$ cat config.mk
export PLATFORM = sky130hd
export DESIGN_NAME = cron_schedule_matcher
export DESIGN_NICKNAME = d
export VERILOG_FILES = /design/src/rtl/crsm_pkg.sv /design/src/rtl/crsm_ram.sv /design/src/rtl/crsm_queue.sv /design/src/rtl/crsm_front.sv /design/src/rtl/crsm_back.sv /design/src/rtl/cron_schedule_matcher.sv
export VERILOG_INCLUDE_DIRS = /design/src /design/src/rtl
export SDC_FILE = /design/constraint.sdc
export NUM_CORES = 2
export LEC_CHECK = 0
export ABC_AREA = 1
export BUFFER_PORTS_ARGS = -buffer_cell sky130_fd_sc_hd__buf_2
export CORE_ASPECT_RATIO = 1.5
export CORE_MARGIN = 2
export CORE_UTILIZATION = 40
export CTS_CLUSTER_SIZE = 24
export DETAILED_ROUTE_END_ITERATION = 8
export GPL_TIMING_DRIVEN = 0
export HOLD_SLACK_MARGIN = 0.02
export PLACE_DENSITY_LB_ADDON = 0.15
export SLEW_MARGIN = 20
export SYNTH_ARGS = -nofsm -noshare
export SYNTH_HDL_FRONTEND = slang
export SYNTH_SLANG_ARGS = --single-unit
export TNS_END_PERCENT = 5
$ cat constraint.sdc
create_clock -name clk -period 10.3 [get_ports clk]
set_input_delay 1.03 -clock clk [delete_from_list [all_inputs] [get_ports clk]]
set_output_delay 1.03 -clock clk [all_outputs]
set_load 0.01 [all_outputs]
$ cat src/rtl/assert_macros.svh
// ----------------------------------------------------------------------------
// Assertion macros
// Concurrent check helpers used by the matcher back end; empty when SYNTH is set.
// ----------------------------------------------------------------------------
`ifndef ASSERT_MACROS_SVH
`define ASSERT_MACROS_SVH

`ifndef SYNTH

// Property must hold at every clock edge outside reset.
`define CRSM_ASSERT(lbl, clk, rst, prop) \
  lbl: assert property (@(posedge clk) disable iff (rst) prop) \
    else $error("%m: assertion failed");

// Condition must never be seen at a clock edge outside reset.
`define CRSM_NEVER(lbl, clk, rst, cond) \
  `CRSM_ASSERT(lbl, clk, rst, !(cond))

`else

`define CRSM_ASSERT(lbl, clk, rst, prop)
`define CRSM_NEVER(lbl, clk, rst, cond)

`endif

`endif

$ cat src/rtl/crsm_pkg.sv
// ----------------------------------------------------------------------------
// Cron schedule matcher package
// Item types, job type between the front and back ends, and fixed constants.
// ----------------------------------------------------------------------------
package crsm_pkg;

  localparam int ENTRY_W    = 4;
  localparam int CFG_W      = 5;
  localparam int SLOT_COUNT = 2 ** ENTRY_W;

  // action codes
  localparam logic ACT_LOAD = 1'b0;
  localparam logic ACT_TICK = 1'b1;

  // no minute seen yet
  localparam logic [5:0] NO_MINUTE = 6'd63;

  // first value out of range for minute, hour and weekday; last valid month
  localparam logic [5:0] MINUTE_END  = 6'd60;
  localparam logic [4:0] HOUR_END    = 5'd24;
  localparam logic [3:0] MONTH_LAST  = 4'd12;
  localparam logic [2:0] WEEKDAY_END = 3'd7;

  typedef struct packed {
    logic                action;
    logic [ENTRY_W-1:0]  entry_index;
    logic [59:0]         minute_mask;
    logic [23:0]         hour_mask;
    logic [30:0]         day_mask;
    logic [11:0]         month_mask;
    logic [6:0]          weekday_mask;
    logic [5:0]          minute;
    logic [4:0]          hour;
    logic [4:0]          day;
    logic [3:0]          month;
    logic [2:0]          weekday;
  } cron_item_t;

  typedef struct packed {
    logic [ENTRY_W-1:0] matched_entry;
    logic               last_match;
  } cron_result_t;

  typedef struct packed {
    logic [59:0] minute_mask;
    logic [23:0] hour_mask;
    logic [30:0] day_mask;
    logic [11:0] month_mask;
    logic [6:0]  weekday_mask;
  } sched_t;

  // Bit positions of the tick time in each mask; zero when ok is low.
  typedef struct packed {
    logic       ok;
    logic [5:0] minute_pos;
    logic [4:0] hour_pos;
    logic [4:0] day_pos;
    logic [3:0] month_pos;
    logic [2:0] weekday_pos;
  } tick_pos_t;

  typedef struct packed {
    logic               action;
    logic [ENTRY_W-1:0] slot;
    sched_t             sched;
    tick_pos_t          pos;
  } job_t;

endpackage

$ cat src/rtl/crsm_ram.sv
// ----------------------------------------------------------------------------
// Generic RAM
// One write port, one read port with registered read data.
// ----------------------------------------------------------------------------
module crsm_ram #(
  parameter int WIDTH = 8,
  parameter int DEPTH = 16
) (
  input  logic                                   clk,
  input  logic                                   we,
  input  logic [((DEPTH > 1) ? $clog2(DEPTH) : 1)-1:0] waddr,
  input  logic [WIDTH-1:0]                       wdata,
  input  logic                                   re,
  input  logic [((DEPTH > 1) ? $clog2(DEPTH) : 1)-1:0] raddr,
  output logic [WIDTH-1:0]                       rdata
);

  logic [WIDTH-1:0] mem [DEPTH];

  always_ff @(posedge clk) begin
    if (we) begin
      mem[waddr] <= wdata;
    end
    if (re) begin
      rdata <= mem[raddr];
    end
  end

endmodule

$ cat src/rtl/crsm_queue.sv
// ----------------------------------------------------------------------------
// Small queue
// Register-based first-in first-out queue of a generic item type.
// ----------------------------------------------------------------------------
module crsm_queue #(
  parameter type T     = logic [7:0],
  parameter int  DEPTH = 2
) (
  input  logic clk,
  input  logic rst,
  input  logic push,
  input  T     din,
  output logic full,
  input  logic pop,
  output T     dout,
  output logic valid
);

  localparam int PW   = (DEPTH > 1) ? $clog2(DEPTH) : 1;
  localparam int CNTW = $clog2(DEPTH + 1);

  T                slots [DEPTH];
  logic [PW-1:0]   wp;
  logic [PW-1:0]   rp;
  logic [CNTW-1:0] count;
  logic            do_push;
  logic            do_pop;

  assign full    = (count == CNTW'(DEPTH));
  assign valid   = (count != '0);
  assign do_push = push & ~full;
  assign do_pop  = pop & valid;
  assign dout    = slots[rp];

  always_ff @(posedge clk) begin
    if (do_push) begin
      slots[wp] <= din;
    end
  end

  always_ff @(posedge clk) begin
    if (rst) begin
      wp    <= '0;
      rp    <= '0;
      count <= '0;
    end else begin
      if (do_push) begin
        wp <= (wp == PW'(DEPTH - 1)) ? '0 : wp + PW'(1);
      end
      if (do_pop) begin
        rp <= (rp == PW'(DEPTH - 1)) ? '0 : rp + PW'(1);
      end
      unique case ({do_push, do_pop})
        2'b10:   count <= count + CNTW'(1);
        2'b01:   count <= count - CNTW'(1);
        default: count <= count;
      endcase
    end
  end

endmodule

$ cat src/rtl/crsm_front.sv
// ----------------------------------------------------------------------------
// Matcher front end
// Accept items, drop repeated minutes and loads to out-of-range slots, turn
// tick times into mask bit positions and queue the resulting jobs.
// ----------------------------------------------------------------------------
module crsm_front
  import crsm_pkg::*;
#(
  parameter int DEPTH = 16
) (
  input  logic       clk,
  input  logic       rst,
  input  logic       push,
  input  cron_item_t item,
  output logic       full,
  output logic       jq_push,
  output job_t       jq_job,
  input  logic       jq_full
);

  localparam logic [ENTRY_W:0] SLOT_END = (ENTRY_W + 1)'(DEPTH);

  logic [5:0] last_minute;
  logic       take;
  logic       tick;
  logic       new_minute;
  logic       slot_ok;
  logic       time_ok;

  assign full = jq_full;
  assign take = push & ~jq_full;
  assign tick = (item.action == ACT_TICK);

  always_comb begin
    new_minute = (item.minute != last_minute);
    slot_ok    = ({1'b0, item.entry_index} < SLOT_END);
    time_ok    = (item.minute < MINUTE_END) && (item.hour < HOUR_END)
              && (item.day != '0) && (item.month != '0)
              && (item.month <= MONTH_LAST) && (item.weekday < WEEKDAY_END);
    jq_push    = take & (tick ? new_minute : slot_ok);

    jq_job.action = item.action;
    jq_job.slot   = item.entry_index;
    jq_job.sched  = '{minute_mask:  item.minute_mask,
                      hour_mask:    item.hour_mask,
                      day_mask:     item.day_mask,
                      month_mask:   item.month_mask,
                      weekday_mask: item.weekday_mask};
    // zero the positions of a bad time so mask lookups stay in range
    jq_job.pos    = '0;
    if (time_ok) begin
      jq_job.pos.ok          = 1'b1;
      jq_job.pos.minute_pos  = item.minute;
      jq_job.pos.hour_pos    = item.hour;
      jq_job.pos.day_pos     = item.day - 5'd1;
      jq_job.pos.month_pos   = item.month - 4'd1;
      jq_job.pos.weekday_pos = item.weekday;
    end
  end

  always_ff @(posedge clk) begin
    if (rst) begin
      last_minute <= NO_MINUTE;
    end else if (take && tick && new_minute) begin
      last_minute <= item.minute;
    end
  end

endmodule

$ cat src/rtl/crsm_back.sv
// ----------------------------------------------------------------------------
// Matcher back end
// Write loaded schedules to the entry RAM and scan it once per minute change,
// holding one match back so the final one can be flagged.
// ----------------------------------------------------------------------------
`include "assert_macros.svh"

module crsm_back
  import crsm_pkg::*;
#(
  parameter int DEPTH = 16
) (
  input  logic             clk,
  input  logic             rst,
  input  logic [CFG_W-1:0] entries_in_use,
  input  logic             jq_valid,
  input  job_t             jq_job,
  output logic             jq_pop,
  output logic             out_push,
  output cron_result_t     out_res,
  input  logic             out_full
);

  localparam int AW = (DEPTH > 1) ? $clog2(DEPTH) : 1;
  localparam int CW = $clog2(DEPTH + 1);

  localparam logic ST_IDLE = 1'b0;
  localparam logic ST_SCAN = 1'b1;

  logic                  state;
  logic [CW-1:0]         idx;
  logic [CW-1:0]         lim;
  tick_pos_t             tm;
  logic                  d_vld;
  logic [AW-1:0]         d_idx;
  logic                  pend_vld;
  logic [AW-1:0]         pend_idx;

  logic [$bits(sched_t)-1:0] ram_rdata;
  sched_t                sched;
  logic                  ram_we;
  logic                  rd_en;
  logic                  scanning;
  logic                  hit;
  logic                  chk_push;
  logic                  stall;
  logic                  at_end;
  logic [CFG_W-1:0]      sat_count;

  always_comb begin
    scanning  = (state == ST_SCAN);
    sched     = sched_t'(ram_rdata);
    hit       = tm.ok & sched.minute_mask[tm.minute_pos] & sched.hour_mask[tm.hour_pos]
              & sched.day_mask[tm.day_pos] & sched.month_mask[tm.month_pos]
              & sched.weekday_mask[tm.weekday_pos];
    // a new match releases the one held back
    chk_push  = d_vld & hit & pend_vld;
    stall     = chk_push & out_full;
    at_end    = scanning & (idx == lim) & ~d_vld;
    out_push  = (chk_push | (at_end & pend_vld)) & ~out_full;
    out_res   = '{matched_entry: ENTRY_W'(pend_idx), last_match: at_end};
    rd_en     = scanning & (idx != lim) & ~stall;
    jq_pop    = (state == ST_IDLE) & jq_valid;
    ram_we    = jq_pop & (jq_job.action == ACT_LOAD);
    sat_count = (entries_in_use > CFG_W'(DEPTH)) ? CFG_W'(DEPTH) : entries_in_use;
  end

  crsm_ram #(
    .WIDTH ($bits(sched_t)),
    .DEPTH (DEPTH)
  ) u_ram (
    .clk   (clk),
    .we    (ram_we),
    .waddr (jq_job.slot[AW-1:0]),
    .wdata (jq_job.sched),
    .re    (rd_en),
    .raddr (idx[AW-1:0]),
    .rdata (ram_rdata)
  );

  always_ff @(posedge clk) begin
    if (rst) begin
      state    <= ST_IDLE;
      idx      <= '0;
      lim      <= '0;
      d_vld    <= 1'b0;
      pend_vld <= 1'b0;
    end else begin
      unique case (state)
        ST_IDLE: begin
          if (jq_pop && jq_job.action == ACT_TICK) begin
            state <= ST_SCAN;
            idx   <= '0;
            lim   <= CW'(sat_count);
          end
        end
        ST_SCAN: begin
          if (rd_en) begin
            idx <= idx + CW'(1);
          end
          if (!stall) begin
            d_vld <= rd_en;
          end
          if (d_vld && !stall && hit) begin
            pend_vld <= 1'b1;
          end
          if (at_end && (!pend_vld || !out_full)) begin
            state    <= ST_IDLE;
            pend_vld <= 1'b0;
          end
        end
      endcase
    end
  end

  always_ff @(posedge clk) begin
    if (jq_pop) begin
      tm <= jq_job.pos;
    end
    if (rd_en) begin
      d_idx <= idx[AW-1:0];
    end
    if (d_vld && !stall && hit) begin
      pend_idx <= d_idx;
    end
  end

  `CRSM_ASSERT(a_push_has_room, clk, rst, out_push |-> !out_full)
  `CRSM_ASSERT(a_idx_in_bound, clk, rst, scanning |-> (idx <= lim))
  `CRSM_ASSERT(a_data_in_scan, clk, rst, d_vld |-> (scanning && (CW'(d_idx) < lim)))
  `CRSM_ASSERT(a_end_clears, clk, rst, (at_end && out_push) |=> (!pend_vld && state == ST_IDLE))
  `CRSM_NEVER(a_no_load_in_scan, clk, rst, ram_we && scanning)

endmodule

$ cat src/rtl/cron_schedule_matcher.sv
// ----------------------------------------------------------------------------
// Cron schedule matcher
// Both channels behave as queues. Input: drive item and push; the item is
// taken on a clock edge with push high and full low. A load item
// (action 0) writes one entry's five masks; a tick item (action 1) carries
// the current time and is acted on only when its minute changed. Results:
// while empty is low, result holds the oldest matched entry index, with
// last_match set on the final match of a tick; pop with empty low takes it.
// A tick with no match gives no result. Write entries_in_use through
// cfg_we/cfg_wdata while idle; it saturates to the entry count.
// Throughput: the front takes one item a cycle while its two-job queue has
// room; a tick with an unchanged minute is dropped there. The back writes a
// load to the entry RAM as it pops it and scans a tick over the N entries in
// use, one entry RAM read per cycle while the result queue has room. A tick's
// first result reaches the result queue when its second match is found, or
// at the end of the scan when it matches once. A stalled receiver fills the
// two-slot result queue, which holds the scan, then the job queue, then
// raises full.
// Reset clears the queues, the scan, the last minute seen (to none) and
// entries_in_use; entry contents stay undefined until loaded.
// ----------------------------------------------------------------------------
module cron_schedule_matcher
  import crsm_pkg::*;
#(
  parameter int MAX_ENTRIES = 16
) (
  input  logic             clk,
  input  logic             rst,
  input  logic             push,
  input  cron_item_t       item,
  output logic             full,
  output logic             empty,
  input  logic             pop,
  output cron_result_t     result,
  input  logic             cfg_we,
  input  logic [CFG_W-1:0] cfg_wdata
);

  // slot indexes are four bits wide, so at most 16 entries exist
  localparam int DEPTH = (MAX_ENTRIES < SLOT_COUNT) ? MAX_ENTRIES : SLOT_COUNT;

  logic [CFG_W-1:0] entries_in_use;
  logic             jq_push;
  job_t             jq_din;
  logic             jq_full;
  logic             jq_pop;
  job_t             jq_dout;
  logic             jq_valid;
  logic             out_push;
  cron_result_t     out_res;
  logic             out_full;
  logic             out_valid;

  // Hold the entry count until the next write.
  always_ff @(posedge clk) begin
    if (rst) begin
      entries_in_use <= '0;
    end else if (cfg_we) begin
      entries_in_use <= cfg_wdata;
    end
  end

  // Front: accept, filter and classify.
  crsm_front #(
    .DEPTH (DEPTH)
  ) u_front (
    .clk     (clk),
    .rst     (rst),
    .push    (push),
    .item    (item),
    .full    (full),
    .jq_push (jq_push),
    .jq_job  (jq_din),
    .jq_full (jq_full)
  );

  // Jobs in arrival order, so loads and scans never overtake each other.
  crsm_queue #(
    .T     (job_t),
    .DEPTH (2)
  ) u_job_q (
    .clk   (clk),
    .rst   (rst),
    .push  (jq_push),
    .din   (jq_din),
    .full  (jq_full),
    .pop   (jq_pop),
    .dout  (jq_dout),
    .valid (jq_valid)
  );

  // Back: entry store and scan.
  crsm_back #(
    .DEPTH (DEPTH)
  ) u_back (
    .clk            (clk),
    .rst            (rst),
    .entries_in_use (entries_in_use),
    .jq_valid       (jq_valid),
    .jq_job         (jq_dout),
    .jq_pop         (jq_pop),
    .out_push       (out_push),
    .out_res        (out_res),
    .out_full       (out_full)
  );

  // Result queue parts the scan from the receiver.
  crsm_queue #(
    .T     (cron_result_t),
    .DEPTH (2)
  ) u_res_q (
    .clk   (clk),
    .rst   (rst),
    .push  (out_push),
    .din   (out_res),
    .full  (out_full),
    .pop   (pop),
    .dout  (result),
    .valid (out_valid)
  );

  assign empty = ~out_valid;

endmodule

# ---- After elaboration in Yosys (flattened, before gate mapping)
# Memory sizes are Yosys's and may differ from the RTL's. A register that Yosys moved wholly into a read port is not among the register bits.
# Cells that the tools add are included.
dict set report word_totals {
  latch_bits 0
  out_inout_bits 7
  elab_cells 149
  memories 3
  mem_bits_rw 2480
  mem_bits_ro 0
  ff_bits 64
}
dict set report op_classes {
  bitwise 30
  reduce_logical 26
  n_eq_ne 11
  order_cmp 10
  n_mul 0
  n_div 0
  n_shift 0
  n_mux 37
  addsub 11
}
# name words width rd rd_clocked_by_memory_dff wr line
set mem_list {}
lappend mem_list {u_back.u_ram.mem 16 134 1 1 1 crsm_ram.sv:18} ;# logic [WIDTH-1:0] mem [DEPTH];
lappend mem_list {u_job_q.slots 2 163 1 1 1 crsm_queue.sv:22} ;# T slots [DEPTH];
lappend mem_list {u_res_q.slots 2 5 1 1 1 crsm_queue.sv:22}
# op n
set ops {}
lappend ops {{2-to-1 mux 1 bit} 24}
lappend ops {{2-to-1 mux 24 bit} 1}
lappend ops {{AND 1 bit} 22}
lappend ops {{2-to-1 mux 5 bit} 3}
lappend ops {{< comparator 5 x 6 -> 1 bit, second input constant} 2}
lappend ops {{logical AND 1 bit} 11}
lappend ops {{binary-select mux 1 bit (select 5 bit)} 2}
lappend ops {{one-hot mux 5 bit (2 select lines)} 1}
lappend ops {{nonzero test 2 bit} 5}
lappend ops {{== test 2 bit, second input constant} 4}
lappend ops {{one-hot mux 2 bit (2 select lines)} 2}
lappend ops {{AND reduction 2 bit} 4}
lappend ops {{< comparator 6 x 7 -> 1 bit, second input constant} 1}
lappend ops {{inverter 1 bit} 7}
lappend ops {{binary-select mux 1 bit (select 6 bit)} 1}
lappend ops {{< comparator 6 bit, second input constant} 1}
lappend ops {{inequality test 6 bit} 1}
lappend ops {{adder 5 x 1 -> 5 bit, second input constant} 1}
lappend ops {{== test 5 bit} 1}
lappend ops {{> comparator 5 bit, second input constant} 1}
lappend ops {{< comparator 4 x 5 -> 1 bit, second input constant} 1}
lappend ops {{< comparator 5 bit, second input constant} 1}
lappend ops {{inequality test 5 bit} 1}
lappend ops {{nonzero test 5 bit} 1}
lappend ops {{other kinds (17)} 26}

# ---- Logic depth before layout (Yosys ltp)
dict set report logic_depth {
  ltp_word 15
  depth_mapped 19
  mapped_depth_nobuf 18
}

# ---- By module
# From an unflattened synthesis, not the netlist that was laid out.
dict set report unflattened {
  cells_unflattened 9525
  area_unflattened_um2 111146.6
}
# mod cells_per_inst n_inst area_each_um2
set modules_own_cells {}
lappend modules_own_cells {crsm_ram 8156 1 93069.3}
lappend modules_own_cells {{crsm_queue (u_job_q)} 547 1 12280.5}
lappend modules_own_cells {crsm_back 466 1 3145.5}
lappend modules_own_cells {crsm_front 268 1 1791.7}
lappend modules_own_cells {{crsm_queue (u_res_q)} 55 1 646.9}
lappend modules_own_cells {cron_schedule_matcher 33 1 212.7}

# ---- Least setup slack after synthesis
# Ideal clock, no wire load.
dict set report synth_timing {
  path_kind {in2reg}
  startpoint {input port item[17] in the netlist's numbering}
  endpoint {memory u_job_q.slots[0][0] in the netlist's numbering, enable pin}
  required_time_ps 9611
  slack_ps 1411
  cell_stages 5
  setup_ps 689
  arrival_ps 8201
  path_cell_list {xor2_1 -> nor4_1 -> nand3_1 -> o21bai_1 -> nor2_1}
}
dict set report synth_between {
  elab_chain_cells 6
}
# element line
set synth_rtl {}
lappend synth_rtl {{from (decl)} cron_schedule_matcher.sv:30} ;# input cron_item_t item,
lappend synth_rtl {{inequality test 6 bit} crsm_front.sv:35} ;# new_minute = (item.minute != last_minute);
lappend synth_rtl {{2-to-1 mux 1 bit} crsm_front.sv:40} ;# jq_push = take & (tick ? new_minute : slot_ok);
lappend synth_rtl {{AND 1 bit} crsm_front.sv:40}
lappend synth_rtl {{AND 1 bit} crsm_queue.sv:31} ;# assign do_push = push & ~full;
lappend synth_rtl {{2-to-1 mux 1 bit} crsm_queue.sv:36} ;# if (do_push) begin
lappend synth_rtl {{2-to-1 mux 1 bit (implied by the code)} crsm_queue.sv:37} ;# slots[wp] <= din;
lappend synth_rtl {{to (decl)} crsm_queue.sv:22}
# No other way between the ends.

# ---- Worst setup path after layout
dict set report layout_timing {
  startpoint {register u_back.idx[0]}
  endpoint {register u_back.u_ram.rdata[87] (read register of u_back.u_ram.mem) (data pin)}
}
dict set report layout_between {
  elab_chain_cells 3
}
# element line
set layout_rtl {}
lappend layout_rtl {{from (decl)} crsm_back.sv:31} ;# logic [CW-1:0] idx;
lappend layout_rtl {{from (signal assigned)} crsm_back.sv:99} ;# idx <= idx + CW'(1);
lappend layout_rtl {{inequality test 5 bit} crsm_back.sv:62} ;# rd_en = scanning & (idx != lim) & ~stall;
lappend layout_rtl {{AND 1 bit (2 in a row)} crsm_back.sv:62}
lappend layout_rtl {{to (decl)} crsm_ram.sv:15} ;# output logic [WIDTH-1:0] rdata
# Several ways; a longest one is shown, not always the timed one.
# A chain may end at the register's enable or synchronous reset.

==> results.toml <==
[logic_synthesis]
ys_async_sr_fraction_pct = 0
netlist_instances = 7096
ys_ff_latch = 2680
ys_warn_count = 0
syn_area_sq_um = 103000
syn_nets = 7274
synth.top_cell.area_share_pct = 77.5
synth_ff_type = "edfxtp_1"
yosysTopAreaCell = "edfxtp_1"
synth_top_cells_by_area = "edfxtp_1 77%, o21ai_0 6.1%, nor2_1 4.7%"
ys_seq_area_share_pct = 78.2
yosysUniqueCellTypes = 44
synth_edf_count = 2646
postSynthAreaPerCell_sq_um = 14.4

[critical_path]
worstPathCellList = "buf_2 -> buf_6 -> buf_6 -> buf_2 -> clkbuf_1 -> nor2_1 -> o22ai_1 -> nor2_1 -> o32ai_2"
cpMaxStageDelayCell = "clkbuf_1"
r2r_cells = 9
max_stage_delay_ns = 0.88
cp-end-kind = "register"
path_class = "register to register"
cp-start-kind = "register"
rrSetupSlack_ns = 6.36
cp.arrival_ns = 4.57
cp.required_ns = 10.93
cp_max_fo = 10

[clock_tree]
cts_tree = "done"
path_clk_slew_ns = 0.07
cts_hold_buf = 0
cts-root-buf = "clkbuf_16"
clock_sinks = 2680
cts_setup_buffers = 0
clk_latency_ns = 0.96
cts.repair.resized = 0
cts-htree-levels = 4
clock_path_buffers = 4
cts_buffers = 248

[die]
start_util_pct = 40.2
rows = 227
fp.dieH_um = 624
fp.dieW_um = 417
io-pin-count = 179
core_sq_um = 255000
dieArea_sq_um = 260000

[pwr]
p_per_area_nw_per_um2 = 305
p_total_mw = 36.4
max-vdd-ir-drop_uv = 203
p_leak_nw = 38.5

[cells_and_area]
final_nets = 7884
most-common-layout-cells = "2,646 x edfxtp_1, 1,259 x nor2_1, 1,242 x o21ai_0"
drive_above_1_share_pct = 12.9
area_growth_syn_to_layout_pct = 16.6
num-fill-cells = 22300
final-seq-area_sq_um = 80100
stdcell_count = 11200
multi_input_area_sq_um = 20300
final_util_pct = 46.9
mostFrequentLayoutCell = "edfxtp_1"

[min_path]
hp-class = "primary input to register"
holdPathStages = 1

[sta]
finalCritPeriodShare_pct = 38.3
skew_ns = 0.0787
drv_slew = 0
finalSetupViolations = 0
max_slew_margin_pct = 16.0
tightest_slew_ns = 1.26
finalCriticalPeriod_ns = 3.94
max_freq_mhz = 253
holdWs_ns = 0.268
setup_tns_ns = 0
final_hold_viol_count = 0
rsz0062_at_grt = "false"

[drt]
wirelength_um = 364000
ant_nets = 0
route.detailed.wl_per_inst_um = 32.4
top_layer = "met4"
vias_per_cell = 5.90
via_count = 66300
drt_iter0_drc = 7235
dr_wl_met2_um = 187000
dr.pass1.iters = 8
wl_met3_um = 24300
drt-met1-wl_um = 128000
drc_errors = 0

[grt]
grt_pass1_wl_um = 501000
grt_pass1_vias = 65800
antenna_found_initial = 13
grt_max_degree = 75
gr-total-overflow = 0
grtUsageTotal_pct = 27.3

[placement]
port_buffers = 178
routabilityCongestion = 0.901
dpl.hpwl_um = 256000
placed_cells = 10800

[job]
drv_cap = 0

[status]
run_status = "completed"
-- power breakdown --
part           internal (mW)  total, mW  switching (mW)
Sequential              14.0       14.4           0.372
Combinational           3.07       13.1            10.1
Clock                   4.83       8.89            4.06
-- cells by family (layout without fill, tap and decap cells) --
group                    after synthesis  after routing  share of synthesized area (%)
multiplexers                         166            166                           1.82
flip-flops                          2680           2680                           78.2
XOR/XNOR                              13             13                          0.111
other                                  0             13                              0
AND/OR/NAND/NOR                     1674           1674                           6.36
buffers and inverters                570           1376                           2.24
adder cells (fa/ha/maj)                6              6                         0.0732
AO/OA/AOI/OAI                       1987           1987                           11.2
-- routing by layer --
metal	track usage [%]	up-vias
met5	0	-
met4	16.8	0
met1	31.0	34000
met3	3.85	865
met2	48.6	3222
li1	-	28200
-- state kept, by name, indices dropped and copies added (netlist names), 6 cells and up, named ones only --
| register | count |
|---|---|
| u_back.u_ram.mem | 2144 |
| u_job_q.slots | 326 |
| u_back.u_ram.rdata | 134 |
| u_back.tm | 24 |
| u_res_q.slots | 10 |
| u_front.last_minute | 6 |
-- stage by stage --
step / worst slack (ns) / area, sq um
after detailed placement: 6.35 / 112000
after floorplan: 1.41 / 103000
after CTS: 6.43 / 120000
final: 6.36 / 120000
after global placement: -7.88 / 108000
after global routing: 6.33 / 120000
-- path summary, 6_finish.rpt --
kind / start / end
setup / recovery: u_back.idx[0] / u_back.u_ram.rdata[87]
setup reg to reg: u_back.idx[0] / u_back.u_ram.rdata[87]
hold / removal: item[152] / u_job_q.slots[0][153]
hold reg to reg: u_back.idx[3] / u_back.d_idx[3]
-- cell usage after synthesis (2+ instances only) --
cell	n
dfxtp_1	34
buf_1	22
nor2_1	1277
nor4_1	3
ha_1	6
edfxtp_1	2646
o22ai_1	365
o32ai_1	3
nand4_1	3
nand2_4	2
mux2_2	164
buf_6	5
inv_2	4
o21bai_1	2
o221ai_1	231
o21ai_1	23
mux2i_1	2
xor2_1	7
a21oi_1	27
or2_2	2
clkinv_1	2
nand2_1	240
xnor2_1	6
inv_1	77
nor2_2	3
o21ai_0	1242
nand3_2	2
nand3_1	137
buf_2	73
clkbuf_1	380
o211ai_1	88
buf_4	6
-- critical path, delay by kind of cell, from the launching register on --
kind,cells,cell delay (ns)
AO/OA/AOI/OAI,2,0.89
buffers and inverters,5,2.11
flip-flops,1,0.43
AND/OR/NAND/NOR,2,0.21
-- area by class of cell --
| class | instances | area share, % |
|---|---|---|
| Sequential cell | 2680 | 67.0 |
| Multi-Input combinational cell | 3846 | 16.9 |
| Clock buffer | 302 | 5.44 |
| Timing Repair Buffer | 360 | 4.23 |
| Tap cell | 3320 | 3.47 |
| Buffer | 486 | 1.70 |
| Clock inverter | 144 | 0.884 |
| Inverter | 84 | 0.272 |
| Antenna cell | 13 | 0.0272 |
(Power assumes the default switching activity.)
